$ cat src/rtl/closest_match_keep_duplicates_core_assert.svh
// Assertion macros for the closest-match core
`ifndef CLOSEST_MATCH_KEEP_DUPLICATES_CORE_ASSERT_SVH
`define CLOSEST_MATCH_KEEP_DUPLICATES_CORE_ASSERT_SVH
`ifndef SYNTH
`define CMKD_ASSERT_IMPL(label, clk, rst_n, ante, cons) \
    label: assert property (@(posedge clk) disable iff (!rst_n) (ante) |-> (cons)) \
        else $error("cmkd assertion failed");
`define CMKD_ASSERT_NEXT(label, clk, rst_n, ante, cons) \
    label: assert property (@(posedge clk) disable iff (!rst_n) (ante) |=> (cons)) \
        else $error("cmkd assertion failed");
`else
`define CMKD_ASSERT_IMPL(label, clk, rst_n, ante, cons)
`define CMKD_ASSERT_NEXT(label, clk, rst_n, ante, cons)
`endif
`endif

$ cat src/rtl/cmkd_pkg.sv
// Types and constants shared by the closest-match core
`default_nettype none
package cmkd_pkg;

    localparam logic REQ_WRITE = 1'b0;
    localparam logic REQ_QUERY = 1'b1;

    localparam logic CFG_NO_MATCH     = 1'b0;
    localparam logic CFG_TABLE_LENGTH = 1'b1;

    typedef struct packed {
        logic        req_type;
        logic [9:0]  entry_index;
        logic [31:0] sample_value;
        logic [31:0] tolerance;
    } req_t;

    typedef struct packed {
        logic signed [31:0] position;
        logic               matched;
    } result_t;

    typedef enum logic [1:0] {
        ST_IDLE,
        ST_WALK,
        ST_LEFT,
        ST_DECIDE
    } state_t;

endpackage
`default_nettype wire

$ cat src/rtl/cmkd_search.sv
// Search sequencer: pointer walk over the table RAM and match decision
`default_nettype none
`include "closest_match_keep_duplicates_core_assert.svh"
module cmkd_search #(
    parameter int TABLE_DEPTH = 1024,
    parameter int PW          = 10
) (
    input  wire logic              clk,
    input  wire logic              rst_n,
    input  wire logic              start,
    input  wire cmkd_pkg::req_t    request,
    output logic                   busy,
    output logic                   done,
    output cmkd_pkg::result_t      result,
    input  wire logic [31:0]       no_match_value,
    input  wire logic [10:0]       table_length,
    output logic                   ram_we,
    output logic [PW-1:0]          ram_waddr,
    output logic [31:0]            ram_wdata,
    output logic [PW-1:0]          ram_raddr,
    input  wire logic [31:0]       ram_rdata
);

    cmkd_pkg::state_t  state_reg, state_next;
    logic [PW-1:0]     ptr_reg, ptr_next;
    logic [31:0]       val_reg, val_next;
    logic [31:0]       tol_reg, tol_next;
    logic [31:0]       right_reg, right_next;
    logic [31:0]       left_reg, left_next;
    logic              done_reg, done_next;
    cmkd_pkg::result_t result_reg, result_next;

    logic [31:0]       len32, len_c, idx32;
    logic [PW-1:0]     last, ptr_start;
    logic              accept, is_query, adv, in_range;

    function automatic logic [31:0] abs_diff(input logic [31:0] a, input logic [31:0] b);
        abs_diff = (a >= b) ? (a - b) : (b - a);
    endfunction

    always_comb
    begin
        len32 = 32'(table_length);
        if (len32 < 32'd2)
        begin
            len_c = 32'd2;
        end
        else if (len32 > 32'(TABLE_DEPTH))
        begin
            len_c = 32'(TABLE_DEPTH);
        end
        else
        begin
            len_c = len32;
        end
        last = PW'(len_c - 32'd1);
    end

    assign busy      = (state_reg != cmkd_pkg::ST_IDLE);
    assign accept    = start && !busy;
    assign is_query  = (request.req_type == cmkd_pkg::REQ_QUERY);
    assign ptr_start = (ptr_reg > last) ? last : ptr_reg;
    assign adv       = (ptr_reg < last) && (ram_rdata < val_reg);
    assign idx32     = 32'(request.entry_index);
    assign in_range  = (idx32 < 32'(TABLE_DEPTH));
    assign ram_waddr = idx32[PW-1:0];
    assign ram_wdata = request.sample_value;
    assign done      = done_reg;
    assign result    = result_reg;

    always_comb
    begin
        state_next = state_reg;
        case (state_reg)
            cmkd_pkg::ST_IDLE:
            begin
                if (accept && is_query)
                begin
                    state_next = cmkd_pkg::ST_WALK;
                end
            end
            cmkd_pkg::ST_WALK:
            begin
                if (!adv)
                begin
                    state_next = cmkd_pkg::ST_LEFT;
                end
            end
            cmkd_pkg::ST_LEFT:
            begin
                state_next = cmkd_pkg::ST_DECIDE;
            end
            cmkd_pkg::ST_DECIDE:
            begin
                state_next = cmkd_pkg::ST_IDLE;
            end
            default:
            begin
                state_next = cmkd_pkg::ST_IDLE;
            end
        endcase
    end

    always_comb
    begin
        ptr_next    = ptr_reg;
        val_next    = val_reg;
        tol_next    = tol_reg;
        right_next  = right_reg;
        left_next   = left_reg;
        done_next   = 1'b0;
        result_next = result_reg;
        ram_we      = 1'b0;
        ram_raddr   = ptr_reg;
        case (state_reg)
            cmkd_pkg::ST_IDLE:
            begin
                if (accept)
                begin
                    if (is_query)
                    begin
                        ptr_next  = ptr_start;
                        val_next  = request.sample_value;
                        tol_next  = request.tolerance;
                        ram_raddr = ptr_start;
                    end
                    else
                    begin
                        ram_we   = in_range;
                        ptr_next = PW'(1);
                    end
                end
            end
            cmkd_pkg::ST_WALK:
            begin
                // read data is table[ptr]; fetch the next entry or the left neighbor
                if (adv)
                begin
                    ptr_next  = ptr_reg + PW'(1);
                    ram_raddr = ptr_reg + PW'(1);
                end
                else
                begin
                    right_next = abs_diff(ram_rdata, val_reg);
                    ram_raddr  = ptr_reg - PW'(1);
                end
            end
            cmkd_pkg::ST_LEFT:
            begin
                left_next = abs_diff(val_reg, ram_rdata);
            end
            cmkd_pkg::ST_DECIDE:
            begin
                done_next = 1'b1;
                if ((left_reg <= tol_reg) || (right_reg <= tol_reg))
                begin
                    result_next.matched = 1'b1;
                    if (left_reg <= right_reg)
                    begin
                        result_next.position = $signed(32'(ptr_reg));
                    end
                    else
                    begin
                        result_next.position = $signed(32'(ptr_reg) + 32'd1);
                        if (ptr_reg < last)
                        begin
                            ptr_next = ptr_reg + PW'(1);
                        end
                    end
                end
                else
                begin
                    result_next.matched  = 1'b0;
                    result_next.position = $signed(no_match_value);
                end
            end
            default:
            begin
                done_next = 1'b0;
            end
        endcase
    end

    always_ff @(posedge clk or negedge rst_n)
    begin
        if (!rst_n)
        begin
            state_reg <= cmkd_pkg::ST_IDLE;
            ptr_reg   <= PW'(1);
            done_reg  <= 1'b0;
        end
        else
        begin
            state_reg <= state_next;
            ptr_reg   <= ptr_next;
            done_reg  <= done_next;
        end
    end

    always_ff @(posedge clk)
    begin
        val_reg    <= val_next;
        tol_reg    <= tol_next;
        right_reg  <= right_next;
        left_reg   <= left_next;
        result_reg <= result_next;
    end

    `CMKD_ASSERT_IMPL(a_ptr_nonzero, clk, rst_n, 1'b1, ptr_reg != '0)
    `CMKD_ASSERT_IMPL(a_done_after_decide, clk, rst_n, done_reg, $past(state_reg == cmkd_pkg::ST_DECIDE))
    `CMKD_ASSERT_NEXT(a_write_rewinds, clk, rst_n, accept && !is_query, ptr_reg == PW'(1))
    `CMKD_ASSERT_NEXT(a_idle_holds, clk, rst_n, !busy && !(start && is_query), !busy)

endmodule
`default_nettype wire

$ cat config.mk
export PLATFORM = sky130hd
export DESIGN_NAME = cmkd_search
export DESIGN_NICKNAME = d
export VERILOG_FILES = /design/src/rtl/cmkd_pkg.sv /design/src/rtl/cmkd_search.sv
export VERILOG_INCLUDE_DIRS = /design/src /design/src/rtl
export SDC_FILE = /design/constraint.sdc
export NUM_CORES = 1
export LEC_CHECK = 0
export BUFFER_PORTS_ARGS = -buffer_cell sky130_fd_sc_hd__buf_4
export CORE_ASPECT_RATIO = 0.75
export CORE_MARGIN = 5
export CORE_UTILIZATION = 54
export CTS_BUF_LIST = sky130_fd_sc_hd__clkbuf_4
export CTS_CLUSTER_SIZE = 8
export DETAILED_ROUTE_END_ITERATION = 16
export GPL_ROUTABILITY_DRIVEN = 1
export MAX_ROUTING_LAYER = met4
export PLACE_DENSITY = 0.77
export SYNTH_ARGS = -nofsm -noshare
export SYNTH_HDL_FRONTEND = slang
export SYNTH_SLANG_ARGS = --single-unit
$ cat constraint.sdc
create_clock -name clk -period 4.29 [get_ports clk]
set_input_delay 0.2145 -clock clk [delete_from_list [all_inputs] [get_ports clk]]
set_output_delay 0.2145 -clock clk [all_outputs]
set_load 0.1 [all_outputs]
* Yosys cells after proc, flatten, opt, wreduce, memory -nomap -nowiden
Index checks and enable logic that the tools add are counted.
W data, S select, Z words.
** Cells by class
- Add/sub/neg operators :: 6
- Magnitude comparators :: 11
- Equal/unequal tests :: 10
- Muxes and demuxes :: 25
- Bitwise gates (word level) :: 1
- Reductions and logical operators :: 12
** Operators with widths (number)
- $mux W10 :: 12
- $le A32 B32 Y1 :: 3
- $ge A32 B32 Y1 :: 2
- $mux W32 :: 2
- $sub A32 B32 Y32 :: 2
- $mux W33 :: 1
- $lt A32 B32 Y1 :: 1
- $pmux W10 S3 :: 1
- $pmux W10 S2 :: 1
- $sub A10 B1 Y10 const B :: 2
- $ne A2 B2 Y1 const B :: 7
- $add A10 B1 Y11 const B :: 1
- $gt A11 B11 Y1 const B :: 1
- $lt A10 B11 Y1 const B :: 1
- $lt A11 B2 Y1 const B :: 1
- $mux W11 :: 1
- $add A10 B1 Y10 const B :: 1
- $gt A10 B10 Y1 :: 1
- $lt A10 B10 Y1 :: 1
- $pmux W2 S4 :: 1
- $reduce_and A6 Y1 :: 1
- $eq A2 B2 Y1 const B :: 2
- $mux W1 :: 4
- $mux W2 :: 2
- 10 further kinds :: 13
** Storage, ports and cells
- Register bits after elaboration :: 174
- Bits of input ports :: 153
- Output and inout bits :: 88

* Depth between registers and ports, before layout
Gate-level depths: netlist of the first run.
- Depth after elaboration :: 9
- Mapped depth :: 20

* Worst setup path after synthesis of the first run
OpenSTA, ideal clock, no wires.
- Kind :: input-to-output
- Start point :: input table_length[5]
- End point :: output ram_raddr[4]
- Arrival :: 6.035 ns
- Slack :: -1.959 ns
- Cell stages on the path :: 20
- Path through :: nor4_1 and3_1 inv_1 nand3b_1 ha_1 o21ai_0 nor4_1 xnor2_1 a21oi_1 inv_1 ha_1 a21o_1 a21o_1 a221oi_1 a31oi_1 and2_0 clkbuf_1 a21oi_1 a21oi_1 o21ai_0
** On the way
- Cells in the longest elaborated chain, start to end :: 9
** Ends and longest elaborated chain
- start, declared :: RTL line cmkd_search.sv:16 : input wire logic [10:0] table_length,
- $gt A11 B11 Y1 :: RTL line cmkd_search.sv:48 : else if (len32 > 32'(TABLE_DEPTH))
- $mux W10 :: RTL line cmkd_search.sv:48
- $mux W10 (*) :: RTL line cmkd_search.sv:44 : if (len32 < 32'd2)
- $sub A10 B1 Y10 (*) :: RTL line cmkd_search.sv:56 : last = PW'(len_c - 32'd1);
- $gt A10 B10 Y1 :: RTL line cmkd_search.sv:62 : assign ptr_start = (ptr_reg > last) ? last : ptr_reg;
- $mux W10 :: RTL line cmkd_search.sv:62
- $mux W10 :: RTL line cmkd_search.sv:120 : if (is_query)
- $mux W10 :: RTL line cmkd_search.sv:118 : if (accept)
- $pmux W10 S2 (*) :: RTL line cmkd_search.sv:115 : case (state_reg)
- end, declared :: RTL line cmkd_search.sv:20 : output logic [PW-1:0] ram_raddr,
Every way passes the cells marked *; elsewhere a longest branch is shown, timed or not.

* Worst setup path in the final report of the first run
- Start point :: register val_reg[7]
- End point :: output ram_raddr[9]
** On the way
- Cells in the longest elaborated chain, start to end :: 4
** Ends and longest elaborated chain
- start, declared :: RTL line cmkd_search.sv:26 : logic [31:0] val_reg, val_next;
- start signal, assigned :: RTL line cmkd_search.sv:202 : val_reg <= val_next;
- $lt A32 B32 Y1 :: RTL line cmkd_search.sv:63 : assign adv = (ptr_reg < last) && (ram_rdata < val_reg);
- $logic_and A1 B1 Y1 :: RTL line cmkd_search.sv:63
- $mux W10 :: RTL line cmkd_search.sv:137 : if (adv)
- $pmux W10 S2 :: RTL line cmkd_search.sv:115
Every way passes these cells.

==> results of run 1 <==
-- routing by layer --
metal / vias to the layer above / global-route usage (%) / share of wire, %
li1: 5841 / - / -
met1: 5837 / 42.8 / 48
met2: 589 / 39.4 / 41
met3: 50 / 6.40 / 9.3
met4: 0 / 5.58 / 1.3
met5: - / - / 0
-- critical path: cells and delay by family, from the launching register on --
| kind | cells | cell delay, ps |
|---|---|---|
| xor+xnor | 1 | 90 |
| buf+inv | 3 | 540 |
| compound gates | 5 | 1760 |
| fa+ha+maj | 1 | 410 |
| mux | 1 | 220 |
| flops | 1 | 430 |
-- cell type report --
class / instances / area (sq um) / area share [%]
inverter: 164 / 619 / 3.49
sequential: 174 / 5160 / 29.1
tap: 344 / 430 / 2.42
antenna: 2 / 5.00 / 0.0282
clock buffer: 17 / 128 / 0.719
multi-input combinational: 1028 / 8020 / 45.2
timing repair buffer: 378 / 3200 / 18.0
clock inverter: 15 / 193 / 1.09
-- repair_timing --
action | CTS | global route
hold buffers | 99 | 0
gates resized for setup | 29 | 36
endpoints found under the hold margin | 110 | 0
setup buffers | 7 | 2
pin swaps | 14 | 16
setup endpoints to repair | 10 | 10
cloned | 1 | 0
-- power breakdown --
part	total [mW]	leakage [nW]	switching, mW	internal, mW
logic	5.34	6.26	3.55	1.79
clock network	1.04	0.164	0.707	0.329
registers	2.75	1.65	0.333	2.42
total	9.13	8.08	4.59	4.54
-- per-stage QoR --
stage / hold WS (ps) / std cells / cell area, sq um
floorplan: -81.1 / 1468 / 14200
global placement: 70.4 / 1980 / 16100
detailed placement: 71.1 / 1980 / 16100
CTS: 53.9 / 2119 / 17600
global route: 44.4 / 2121 / 17800
finish: 73.1 / 2122 / 17800
-- kinds of logic (layout without fill, tap and decap cells) --
group                      count (synthesis)  count (layout)
buffers and inverters                    266             574
adders and majority gates                179             179
muxes                                     70              70
other                                      0               2
and+or+nand+nor                          326             326
AOI/OAI and AO/OA                        372             372
DFF                                      174             174
xor gates and xnor gates                  81              81
-- layout by cell type (no fill, tap or decap), types with 8 or more instances in the layout --
cell type      Yosys  layout
buf_4             44     264
ha_1             177     171
edfxtp_1         161     161
inv_1            164     160
a21oi_1          112     106
dlygate4sd3_1      0      99
nand2_1           91      89
nor2_1            71      68
a21o_1            63      63
mux2i_1           64      61
o21ai_0           64      59
xnor2_1           59      59
nand4_1           35      35
nand3_1           25      25
nor3_1            25      24
xor2_1            22      22
and2_1            22      22
clkbuf_4           0      17
dfrtp_1           12      12
nor2b_1           11      11
a31oi_1           13      11
o21bai_1          11      10
nand2b_1          11      10
a211oi_1           9       9
nor4_1            11       9
o21a_1             8       8
o2bb2ai_1          8       8
o211ai_1           8       8
buf_6              3       8
-- how the worst max path moves through the flow --
stage | end | from | slack [ps] | cells after the start
2_1_floorplan | ram_raddr[4] | table_length[5] | -190 | 19
3_3_place_gp | ram_raddr[2] | table_length[5] | -80 | 22
3_5_place_dp | ram_raddr[9] | table_length[5] | -330 | 21
4_1_cts | ram_raddr[9] | table_length[3] | -40 | 21
5_1_grt | ram_raddr[3] | table_length[5] | -140 | 22
6_report | ram_raddr[9] | val_reg[7] | 10 | 11
==> impl_metrics.toml, run 1 <==
[status]
outcome = "finished, final reports clean"

[synth]
synth_top_area_cell = "edfxtp_1"
yosysSeqAreaShare_pct = 36.4
synth-xor-area-share_pct = 5.01
yosysMostFrequentCell = "ha_1"
synthTopCellsByCount = "ha_1 (177), inv_1 (164), edfxtp_1 (161)"
ys_async_sr_fraction_pct = 7.47
synth-seq-cells = 174
synth-edff-count = 161
mappedNetlistNets = 1800
muxShareOfSynthArea_pct = 5.00
synth_top_family_by_area = "compound AO/OA/AOI/OAI gates"
syn_area_sq_mm = 0.0142
yosys.area_share.simple_pct = 11.2
ys_types = 80
synthCells = 1468
synth_adder_area_share_pct = 15.9
synth_warnings = 0
ys.flop_type = "edfxtp_1"
synth_area_per_cell_sq_um = 9.65
synth_top_area_share_pct = 34.1
synth_compound_area_share_pct = 17.6
synth.top_cells.by_area = "edfxtp_1 (34%), ha_1 (16%), mux2i_1 (4.5%)"

[cts]
path_clk_slew_ps = 160
numCtsBuffers = 17
clkSinkCount = 174
cts_tree = "done"
htreeDepth = 4
root_buffer = "clkbuf_4"
clk_path_buf_depth = 2
clkLatencyLatePin_ps = 640

[sta]
fin_crit_sh_pct = 99.7
finClkSkew_ps = 50.2
finalHoldViolCount = 0
setup_slack_ps = 14.1
fmax_mhz = 234
tightestPinTransition_ps = 881
slew_headroom_pct = 41.2
drv_slew = 0
setup_viol = 0
min_period_ps = 4280
setup_tns_ps = 0
rsz0062_at_grt = "true"

[critical_path]
critical_path_required_ps = 4080
crit_arrival_ps = 4060
cp_common_cell = "buf_12"
rr_worst_depth = 11
r2r-start = "val_reg[13]"
crit_path_end_kind = "primary output"
ff2ff_setup_slack_ps = 250
path_max_fanout = 7
r2r_end = "left_reg[21]"
cp-start-kind = "flip-flop"
worst_path_max_delay_cell = "a2111o_1"
path_class = "flip-flop to primary output"
cp_cell_sequence = "ha_1 -> buf_4 -> a21o_1 -> o41a_1 -> a2111o_1 -> a21boi_4 -> buf_12 -> mux2i_4 -> xor2_1 -> a221o_2 -> buf_12"
critPathMaxStageDelay_ps = 500

[final_layout]
nets = 2095
utilization_pct = 68.5
layout-drive-gt1-share_pct = 21.7
syn2layout_area_growth_pct = 25.4
nFillCells = 2028
largest_register_ffs = 33

[place]
portBuffers = 220
place.gp.congestion = 0.994
dp_hpwl_um = 32100
place_ws_ps = -332

[detailed_routing]
drt-vias-per-instance = 5.80
drc = 0
wl_um = 41800
postRouteAntennaNets = 0
dr.pass1.iters = 7
wire_per_inst_um = 19.7
num_vias = 12300
first_iter_violations = 1190

[power]
power_density_mw_per_mm2 = 514
p_leak_nw = 8.08
peakVddDrop_uv = 532
total_power_mw = 9.13

[grt]
grt_max_degree = 65
gr-total-overflow = 0
antenna_found_initial = 1
grt_pass1_vias = 12000
grt_usage_pct = 28.4
grt_pass1_wl_um = 64500

[die]
die_x_um = 197
die_area_sq_mm = 0.0296
io_pins = 241
start_util_pct = 54.7
die_h_um = 150
rows = 51
core_area_sq_mm = 0.0259

[run]
maxCapViolCount = 0

[min_path]
hold_path.class = "input pin to async pin"
Power figures use the tool's default switching activity.
==> run 2: changes to the inputs <==
Settings changed: BUFFER_PORTS_ARGS -buffer_cell sky130_fd_sc_hd__buf_4 to -buffer_cell sky130_fd_sc_hd__buf_2.
==> run 2 against run 1 <==
Compared with the run above: critical path depth increased by 1; cell count grew 0.57%; non-clock buffer count up 13; core utilization down 1.5 points; combinational power about the same; hold slack gained 26 ps; power grew 0.30%; sequential power barely moved; via count is 0.92% higher.
==> impl_metrics.toml, run 2 (synthesis results as in run 1) <==
[critical_path]
rr_worst_depth = 10
r2r_end = "left_reg[5]"
crit_arrival_ps = 4070
cp_common_cell = "buf_12"
worst_path_max_delay_cell = "a2111o_1"
path_max_fanout = 5
r2r-start = "val_reg[11]"
endpoint = "ram_raddr[9]"
cp_cell_sequence = "ha_2 -> fa_2 -> nor2b_2 -> o31a_1 -> o41a_1 -> a2111o_1 -> a21boi_4 -> buf_12 -> mux2i_4 -> xor2_1 -> a221o_2 -> buf_12"
crit_family = "compound AO/OA/AOI/OAI gates"
critPathMaxStageDelay_ps = 550
critPathBufInv = 2
crit_path_end_kind = "primary output"
cp-start-kind = "flip-flop"
path_class = "flip-flop to primary output"
ff2ff_setup_slack_ps = 470
critical_path_required_ps = 4080
worst-path-stages = 12
setup.worst_path.start = "val_reg[0]"

[die]
start_util_pct = 54.7
rows = 51
die_area_sq_mm = 0.0296
die_h_um = 150
core_area_sq_mm = 0.0259
die_x_um = 197
io_pins = 241

[final_layout]
mostFrequentLayoutCell = "buf_2"
utilization_pct = 67.1
nFillCells = 2038
ff_latch_area_sq_mm = 0.00516
multi_input_area_sq_mm = 0.00800
layout-drive-gt1-share_pct = 22.3
largest_register_ffs = 33
nets = 2108
final_cell_mix = "buf_2 (209), ha_1 (166), edfxtp_1 (161)"
syn2layout_area_growth_pct = 22.7

[sta]
rsz0062_at_grt = "true"
tightestPinTransition_ps = 875
slew_headroom_pct = 41.7
fmax_mhz = 233
finalHoldViolCount = 0
setup_viol = 0
min_period_ps = 4290
finClkSkew_ps = 31.7
fin_crit_sh_pct = 99.9
drv_slew = 0

[detailed_routing]
wl_um = 42300
first_iter_violations = 1368
num_vias = 12400
drt-vias-per-instance = 5.82
drc = 0
wire_per_inst_um = 19.8
dr.pass1.iters = 6
postRouteAntennaNets = 0

[cts]
clkSinkCount = 174
numCtsBuffers = 17
path_clk_slew_ps = 190
clkLatencyLatePin_ps = 620
cts_tree = "done"
root_buffer = "clkbuf_4"
clk_path_buf_depth = 2
htreeDepth = 4

[power]
switching_power_mw = 4.64
pwr-share-seq_pct = 29.8
peakVddDrop_uv = 469
total_power_mw = 9.15
p_leak_nw = 7.98
p_sw_share_pct = 50.7
power_density_mw_per_mm2 = 527
combPwrFrac_pct = 58.6
power.clock.fraction_pct = 11.6
p_int_mw = 4.51

[status]
outcome = "finished, final reports clean"

[min_path]
hold_path.class = "input pin to async pin"

[grt]
antenna_found_initial = 1
grt_pass1_wl_um = 64900
gr-total-overflow = 0
grt_usage_pct = 28.5
grt_pass1_vias = 12000
grt_max_degree = 65

[place]
place.gp.congestion = 0.968
dp_hpwl_um = 32000
portBuffers = 220

[run]
maxCapViolCount = 0
## run 2: through the flow
step	hold WS (ps)	cells	TNS [ps]	area [sq um]	worst slack, ps
detailed placement	134	1986	-478	15700	-115
finish	98.8	2134	0	17400	4.73
global route	87.5	2134	-1030	17400	-135
floorplan	-81.1	1468	-458	14200	-193
global placement	133	1986	0	15700	13.2
CTS	51.9	2120	-35.1	17100	-20.5
## run 2: cell type report
| cell class | count | share of cell area, % |
|---|---|---|
| multi-input combinational | 1028 | 46.0 |
| sequential | 174 | 29.7 |
| timing repair buffer | 391 | 16.3 |
| inverter | 164 | 3.56 |
| tap | 344 | 2.48 |
| clock inverter | 15 | 1.16 |
| clock buffer | 17 | 0.734 |
| antenna | 1 | 0.0144 |
## run 2: what timing repair did
item	CTS	global route
endpoints found under the setup margin	10	10
pin swaps	5	19
endpoints found under the hold margin	110	0
hold buffers	99	0
buffers inserted	3	12
gates resized for setup	7	42
gates cloned	0	1
## run 2: worst reg2reg max path: stages (launching register included)
cell      delay, ps
edfxtp_1        430
ha_1            450
a21oi_1         450
or3b_1          400
o21ai_2         270
o221ai_2        210
a211oi_2        390
o31a_2          300
buf_12          250
mux2i_1         280
xnor2_1         220
## run 2: how the worst min path moves through the flow
stage,start,to,slack [ps],cells after the start
after floorplan,rst_n,done,-80,0
after global placement,rst_n,done,130,1
after detailed placement,rst_n,done,130,1
after CTS,rst_n,ptr_reg[0],50,2
after global routing,rst_n,ptr_reg[0],90,2
final,rst_n,ptr_reg[0],100,2
## run 2: per-layer routing
| layer | up-vias | routed length (um) | global-route usage (%) |
|---|---|---|---|
| li1 | 5887 | - | - |
| met1 | 5867 | 20300 | 43.4 |
| met4 | 0 | 548 | 6.10 |
| met3 | 48 | 3950 | 5.21 |
| met2 | 628 | 17500 | 39.6 |
| met5 | - | 0 | - |
## run 2: power by group through the flow
stage          Sequential [mW]  Clock (mW)  Combinational (mW)
2_1_floorplan             3.31           0                3.13
3_3_place_gp              2.74           0                4.96
3_5_place_dp              2.75           0                5.06
4_1_cts                   2.71        1.08                5.18
5_1_grt                   2.76        1.15                5.72
6_report                  2.73        1.06                5.36
